--- src/design/bcbp_pkg.sv ---
// Shared types and constants for the balanced-variation Bray-Curtis block.
// No dependencies; every other design file imports this package.
package bcbp_pkg;

  // Matrix geometry and value width.
  localparam int ROWS       = 64;
  localparam int COLS       = 64;
  localparam int VALUE_BITS = 16;

  localparam int ROW_W  = $clog2(ROWS);
  localparam int COL_W  = $clog2(COLS);
  localparam int ADDR_W = ROW_W + COL_W;
  localparam int DEPTH  = ROWS * COLS;

  // Column counter holds 0 to COLS inclusive.
  localparam int CNT_W = $clog2(COLS + 1);

  // Row sums: COLS values of VALUE_BITS bits each.
  localparam int SUM_W = VALUE_BITS + $clog2(COLS + 1);

  // Q1.16 result.
  localparam int FRAC_BITS = 16;
  localparam int DISS_W    = FRAC_BITS + 1;

  // Item field widths.
  localparam int FLD_ROW_W = 6;
  localparam int FLD_COL_W = 6;
  localparam int FLD_VAL_W = 16;
  localparam int CFG_W     = 7;

  localparam logic [CFG_W-1:0] CFG_RESET = 7'd64;

  // Request codes.
  localparam logic REQ_WRITE = 1'b0;
  localparam logic REQ_QUERY = 1'b1;

  // Input item.
  typedef struct packed {
    logic                 req_type;
    logic [FLD_ROW_W-1:0] row_a;
    logic [FLD_ROW_W-1:0] row_b;
    logic [FLD_COL_W-1:0] column;
    logic [FLD_VAL_W-1:0] abundance;
  } req_t;

  // Result item.
  typedef struct packed {
    logic [DISS_W-1:0] dissimilarity;
    logic              undefined;
  } rsp_t;

  // Divider command and status.
  typedef struct packed {
    logic             start;
    logic [SUM_W-1:0] numer;
    logic [SUM_W-1:0] denom;
  } div_req_t;

  typedef struct packed {
    logic              done;
    logic [DISS_W-1:0] quot;
  } div_rsp_t;

endpackage

--- src/design/bcbp_div.sv ---
// Restoring divider: floor(numer * 2^16 / denom), one quotient bit per cycle.
// Depends on bcbp_pkg. Requires numer <= denom and denom != 0.
module bcbp_div (
  input  logic               clk,
  input  logic               rst,
  input  bcbp_pkg::div_req_t cmd,
  output bcbp_pkg::div_rsp_t sts
);
  import bcbp_pkg::*;

  localparam int STEP_W = $clog2(DISS_W);

  logic [SUM_W:0]    rem;
  logic [SUM_W-1:0]  den;
  logic [DISS_W-1:0] quot;
  logic [STEP_W-1:0] step;
  logic              busy;
  logic              done;

  // Trial subtraction for the current quotient bit.
  logic              fits;
  logic [SUM_W:0]    diff;

  assign diff = rem - {1'b0, den};
  assign fits = (rem >= {1'b0, den});

  // Control: run DISS_W steps after a start, then pulse done.
  always_ff @(posedge clk) begin
    if (rst) begin
      busy <= 1'b0;
      done <= 1'b0;
      step <= '0;
    end else begin
      done <= 1'b0;
      if (cmd.start) begin
        busy <= 1'b1;
        step <= STEP_W'(DISS_W - 1);
      end else if (busy) begin
        if (step == '0) begin
          busy <= 1'b0;
          done <= 1'b1;
        end else begin
          step <= step - 1'b1;
        end
      end
    end
  end

  // Datapath: the remainder stays below twice the divisor.
  always_ff @(posedge clk) begin
    if (cmd.start) begin
      rem  <= {1'b0, cmd.numer};
      den  <= cmd.denom;
      quot <= '0;
    end else if (busy) begin
      if (fits) begin
        rem <= {diff[SUM_W-1:0], 1'b0};
      end else begin
        rem <= {rem[SUM_W-1:0], 1'b0};
      end
      quot <= {quot[DISS_W-2:0], fits};
    end
  end

  assign sts.done = done;
  assign sts.quot = quot;

endmodule

--- config.mk ---
export PLATFORM = sky130hd
export DESIGN_NAME = bcbp_div
export DESIGN_NICKNAME = d
export VERILOG_FILES = /design/src/design/bcbp_pkg.sv /design/src/design/bcbp_div.sv
export SDC_FILE = /design/constraint.sdc
export NUM_CORES = 1
export LEC_CHECK = 0
export ABC_AREA = 1
export BUFFER_PORTS_ARGS = -buffer_cell sky130_fd_sc_hd__clkbuf_2
export CORE_ASPECT_RATIO = 1.1
export CORE_MARGIN = 4
export CORE_UTILIZATION = 53
export CTS_CLUSTER_DIAMETER = 60
export DETAILED_ROUTE_END_ITERATION = 12
export PLACE_DENSITY = 0.89
export REMOVE_ABC_BUFFERS = 1
export SLEW_MARGIN = 20
export SYNTH_ARGS = -nofsm -noshare
export SYNTH_HDL_FRONTEND = slang
export SYNTH_SLANG_ARGS = --single-unit
--- constraint.sdc ---
create_clock -name clk -period 2.1 [get_ports clk]
set_clock_uncertainty 0.05 [all_clocks]
set_input_delay 0.105 -clock clk [delete_from_list [all_inputs] [get_ports clk]]
set_output_delay 0.105 -clock clk [all_outputs]
set_load 0.1 [all_outputs]
After elaboration in Yosys (flattened, before gate mapping)
Cells that the tools add are included.

storage, ports and cells
  flip-flop bits (word level) = 71

cells by class
  $add $sub $neg = 2
  $lt $le $gt $ge = 1
  equal/unequal tests = 1
  muxes and demuxes = 10
  bitwise operators = 2
  reductions and logical operators = 6

operators with widths
  kind                   number
  $mux W23               2
  $ge A24 B23 Y1         1
  $mux W24               1
  $sub A23 B23 Y23       1
  $mux W5                3
  $logic_not A5 Y1       1
  $sub A5 B1 Y5 const B  1
  $mux W1                4
  $reduce_and A2 Y1      2
  $reduce_or A3 Y1       1
  $ne A2 B2 Y1 const B   1
  $not A1 Y1             2
  $reduce_bool A2 Y1     1
  $reduce_or A2 Y1       1

Logic depth before layout (Yosys ltp)
  depth in word-level cells = 4
  gate-level depth with buffers = 15
  mapped depth without buffers = 14

Least setup slack after synthesis
No wires, ideal clock.

  kind = reg-to-reg
  start point = register rem[0]
  end point = register rem[21] (data pin)
  arrival time = 1.814 ns
  required time = 1.798 ns
  path slack = -0.016 ns
  stages on the path, launching flop included = 15
  buffers on the path = 1
  cells stage by stage = edfxtp_1 -> inv_1 -> ha_1 -> fa_1 -> inv_1 -> nand2_1 -> nand2_1 -> nand3_1 -> nand3_1 -> nand2_4 -> nand3_4 -> buf_6 -> nand3_1 -> nand2_1 -> nand2_1

between the ends
  longest elaborated chain between the ends = 4
  elaborated cells between the ends (all ways) = 5

ends and longest elaborated chain
  item                                                line                            text
  from (decl)                                         bcbp_div.sv:13                  logic [SUM_W:0] rem;
  from (signal assigned)                              bcbp_div.sv:52                  rem <= {1'b0, cmd.numer};
  from (signal assigned)                              bcbp_div.sv:57                  rem <= {diff[SUM_W-1:0], 1'b0};
  from (signal assigned)                              bcbp_div.sv:59                  rem <= {rem[SUM_W-1:0], 1'b0};
  $sub A23 B23 Y23 or $ge A24 B23 Y1 (tied branches)  bcbp_div.sv:24, bcbp_div.sv:25
  $mux W24 *                                          bcbp_div.sv:56                  if (fits) begin
  $mux W23 *                                          bcbp_div.sv:55                  end else if (busy) begin
  $mux W23 *                                          bcbp_div.sv:51                  if (cmd.start) begin

Mark *: on every way between the ends. The rest lies on a longest branch, timed or not. The select of a mux whose other input is x is not followed.
A chain may end at the register's enable or synchronous reset.

Final worst setup path
  start point = register rem[7]
  end point = register rem[7] (data pin)

between the ends
  longest elaborated chain between the ends = 4

ends and longest elaborated chain
  item            line            text
  $ge A24 B23 Y1  bcbp_div.sv:25  assign fits = (rem >= {1'b0, den});
  $mux W24        bcbp_div.sv:56
  $mux W23        bcbp_div.sv:55
  $mux W23        bcbp_div.sv:51

Every way passes these cells. The select of a mux whose other input is x is not followed.

==> results.md <==
- The pin count of the biggest net entering global routing is 30.
- The worst setup path is launched from a flip-flop.
- The launch point of the worst path is rem[7].
- The final hold violation count is 0.
- The switching share of total power is 0.4149.
- The tree is rooted in a sky130_fd_sc_hd__clkbuf_8.
- The number of buffers inserted during clock tree synthesis is 9.
- The detailed-route vias per instance is 5.431.
- After synthesis, the largest family of logic cells by area is simple AND/OR/NAND/NOR gates.
- The number of global-route vias before repair is 5081.
- The required time of the critical path is 2.17 ns.
- In the final routed layout, each cell accounts on average for 15.83 um.
- The horizontal die dimension is 98.46 um.
- Setup slack on the worst reg-to-reg path comes out at -0.28 ns.
- The first TritonRoute pass finished after 6 iterations.
- The total of buffers placed on input and output ports is 66.
- The buffer depth of the longest clock path is 2.
- Setup repair after global routing could not meet its margin everywhere.
- Each instance of the synthesized netlist takes up on average 7.006 sq um.
- The repair_antennas step left the layout with diodes totalling 0.
- The first global-routing pass estimated 22180 um of wire.
- The clock period minus worst slack is 2.377 ns.
- The power share of the clock group is 0.172.
- Setup slack on the critical path of the routed design comes to -0.2766 ns.
- The final number of setup-violating endpoints is 24.
- Clock tree synthesis found a total of 71 sinks.
- In this run the static leakage power is 0.003548 uW.
- For this run, the register share of the synthesized area comes to 0.3944.
- The setup slack after placement is -0.2195 ns.
- Across the run, the number of max-cap violations was 0.
- Of the total synthesized cell area, the portion taken by XOR and XNOR cells is 0.01652.
- In this run the remaining antenna-violating nets after routing total 0.
- The later pin in the worst-skew pair is clocked with a latency of 0.36 ns.
- After synthesis, the netlist uses 36 different library cells.
- The area share of fa/ha/maj cells after synthesis is 0.06976.
- The total I/O pin count is 67.
- The worst register-to-register path begins at rem[7].
- The global route total overflow is 0.
- Detailed routing inserted a total of 5306 vias.
- The combined global-route utilization of all metal layers is 0.2611.
- The register area is 1882 sq um.
- The internal power contribution is 3680 uW.
- The half-perimeter wire length after detailed placement is 9021 um.
- For this design the total switching power over the nets is 2610 uW.
- The synthesized-area fraction occupied by ao, oa, aoi and oai cells is 0.05062.
- The maximum fanout along the worst path is 11.
- The final worst-path cycle share is 1.132.
- The multi-input combinational cell area is 2604 sq um.
- In this run, synthesis produced a sequential element count of 71.
- The maximum frequency from static timing analysis is 0.4208 GHz.
- The share of synthesized cell area in and, or, nand and nor gates is 0.3239.
- The path class of the tightest hold or removal check is input pin to flip-flop.
- The worst slew margin relative to its limit is 0.6282.
- The category of the critical setup timing path is flip-flop to flip-flop.
- The number of warning messages in the yosys log is 0.
- The worst-margin pin slew is 0.5601 ns.
- The height of the die is 107.5 um.
- The async set or reset register ratio after synthesis is 0.
- The portion of synthesized area spent on multiplexers is 0.
- The site row count is 36.
- After detailed routing, the number of remaining DRC violations is 0.
- The wire length after detailed routing is 15470 um.
- The number of slew-limit violations in the final report is 0.
- The last weighted congestion value of the routability-driven placer is 0.9421.
- The worst hold slack is 0.1120 ns.
- The synthesized design contains 46 enable-type register cells.
- The most used flip-flop cell after synthesis is sky130_fd_sc_hd__edfxtp_1.
- The filler cells instantiated in the layout total 551.
- The number of DRC markers after the initial detailed-route iteration is 582.
- The core outline area is 8828 sq um.
- The initial cell density of the core is 0.5404.
- The number of antenna violations at the first check in global routing was 0.
- After clock tree synthesis, the clock-pin slew on the worst setup and hold paths is 0.08 ns.
- The share of total power dissipated in sequential elements is 0.288.
- The flow ran to the end, but the final reports show violations.
- STA classifies the critical path endpoint as a flip-flop.
- The final reports fail on setup timing.
- The layout overhead on the synthesized area is 42.51%.
- The H-tree level count is 3.
- The cell count after synthesis came out at 681.
- After the last flow step, the layout net total stands at 933.
- The die covers 10580 sq um.
- The worst hold path begins at cmd[46].
- The summed instance area of the synthesized netlist is 4771 sq um.
- TritonCTS built the clock tree.
- The worst IR drop on VDD is 0.5347 mV.
- The data arrival at the endpoint of the critical path is 2.45 ns.
- Power spread over the standard cell area amounts to 925.3 nW/um^2.
- Of the cells placed in the final design, the portion with a size suffix greater than 1 is 0.2654.
- The share of total power in combinational logic is 0.540.
-- synth_stat cells, types with 7 or more instances --
library cell                 n  share of area
sky130_fd_sc_hd__ha_1       25          0.066
sky130_fd_sc_hd__xnor2_1     7          0.013
sky130_fd_sc_hd__nand2_1   232           0.18
sky130_fd_sc_hd__inv_1     159           0.13
sky130_fd_sc_hd__nand3_1    51          0.054
sky130_fd_sc_hd__dfxtp_1    25           0.10
sky130_fd_sc_hd__o22ai_1    15          0.020
sky130_fd_sc_hd__nand4_1    20          0.026
sky130_fd_sc_hd__a21oi_1    13          0.014
sky130_fd_sc_hd__nor2_1     32          0.025
sky130_fd_sc_hd__edfxtp_1   46           0.29
-- critical path, cell delays in order (launching register included) --
cell,delay (ns)
sky130_fd_sc_hd__edfxtp_1,0.47
sky130_fd_sc_hd__ha_4,0.29
sky130_fd_sc_hd__nand2_1,0.08
sky130_fd_sc_hd__nand2_1,0.11
sky130_fd_sc_hd__inv_1,0.10
sky130_fd_sc_hd__nand2_1,0.11
sky130_fd_sc_hd__inv_1,0.13
sky130_fd_sc_hd__nand3_2,0.12
sky130_fd_sc_hd__nand2_4,0.09
sky130_fd_sc_hd__nand3_4,0.16
sky130_fd_sc_hd__buf_16,0.21
sky130_fd_sc_hd__nor2_1,0.12
sky130_fd_sc_hd__o21ai_2,0.09
-- through the flow --
stage	TNS (ns)	power [uW]	instances	area [sq um]	util
finish	-4.965	6291	977	6799	0.7701
CTS	-1.511	5582	972	6372	0.7218
global placement	-1.503	4255	907	5624	0.6370
global route	-7.225	6636	977	6799	0.7701
floorplan	-2.021	3392	667	4688	-
detailed placement	-4.498	4321	907	5624	0.6370
-- power groups by stage --
stage	logic, uW	registers (uW)	clock network (uW)
2_1_floorplan	1590	1810	0
3_5_place_dp	2520	1800	0
5_1_grt	3670	1820	1140
4_1_cts	2730	1770	1080
3_3_place_gp	2460	1790	0
6_report	3400	1810	1080
-- worst paths after layout --
kind	to	cells past startpoint
max reg2reg	rem[7]	12
max	rem[7]	12
min reg2reg	quot[16]	2
min	den[12]	1
-- flip-flops by register name, indices dropped and copies added (netlist names) --
name and flops:
quot 17, done 1, step 5, den 23, busy 1, rem 24
-- layout make-up --
| cell class | instances | area share |
|---|---|---|
| clock inverter | 4 | 0.004049 |
| sequential | 71 | 0.2768 |
| clock buffer | 12 | 0.02448 |
| multi-input combinational | 434 | 0.3830 |
| timing repair buffer | 180 | 0.2013 |
| inverter | 162 | 0.08944 |
| tap | 114 | 0.02098 |
-- cells in the final DEF, fill, tap and decap left out, types with 2 or more instances in the layout --
cell / netlist / layout
sky130_fd_sc_hd__nand3_4: 1 / 3
sky130_fd_sc_hd__buf_6: 3 / 2
sky130_fd_sc_hd__nor3b_1: 2 / 2
sky130_fd_sc_hd__o21ai_0: 4 / 3
sky130_fd_sc_hd__dfxtp_1: 25 / 25
sky130_fd_sc_hd__a21oi_1: 13 / 13
sky130_fd_sc_hd__clkbuf_2: 0 / 66
sky130_fd_sc_hd__nand3_1: 51 / 25
sky130_fd_sc_hd__nand4_1: 20 / 20
sky130_fd_sc_hd__dlygate4sd3_1: 0 / 47
sky130_fd_sc_hd__nor2_1: 32 / 32
sky130_fd_sc_hd__xor2_1: 2 / 2
sky130_fd_sc_hd__ha_1: 25 / 11
sky130_fd_sc_hd__ha_4: 0 / 13
sky130_fd_sc_hd__xnor2_1: 7 / 7
sky130_fd_sc_hd__o22ai_1: 15 / 15
sky130_fd_sc_hd__clkbuf_8: 0 / 10
sky130_fd_sc_hd__buf_4: 1 / 61
sky130_fd_sc_hd__nor3_1: 5 / 4
sky130_fd_sc_hd__clkinv_2: 0 / 2
sky130_fd_sc_hd__nand2_2: 6 / 21
sky130_fd_sc_hd__nand2_4: 1 / 6
sky130_fd_sc_hd__nand3b_1: 2 / 2
sky130_fd_sc_hd__nand3_2: 0 / 24
sky130_fd_sc_hd__o21ai_1: 6 / 5
sky130_fd_sc_hd__clkinv_4: 0 / 2
sky130_fd_sc_hd__nand2_1: 232 / 212
sky130_fd_sc_hd__nor2_4: 1 / 2
sky130_fd_sc_hd__inv_2: 2 / 4
sky130_fd_sc_hd__edfxtp_1: 46 / 46
sky130_fd_sc_hd__o21ai_2: 0 / 2
sky130_fd_sc_hd__inv_1: 159 / 157
sky130_fd_sc_hd__clkbuf_16: 0 / 2
-- layer usage --
layer | share of wire | track usage
met1 | 0.36 | 0.2965
met2 | 0.48 | 0.4696
met3 | 0.10 | 0.05509
met4 | 0.051 | 0.1161
met5 | 0 | 0
-- kinds of logic (layout without fill, tap and decap cells) --
| group | Yosys count | after routing |
|---|---|---|
| buf+inv | 176 | 358 |
| simple gates | 358 | 358 |
| fa+ha+maj | 26 | 26 |
| compound gates | 41 | 41 |
| xor+xnor | 9 | 9 |
| flops | 71 | 71 |
-- what timing repair did --
action	in CTS	in global routing
endpoints found under the setup margin	24	24
buffers inserted	1	4
gates cloned	1	1
pin swaps	8	14
hold buffers	47	0
resized for setup	12	69
hold endpoints to repair	48	0
Power figures use the tool's default switching activity.
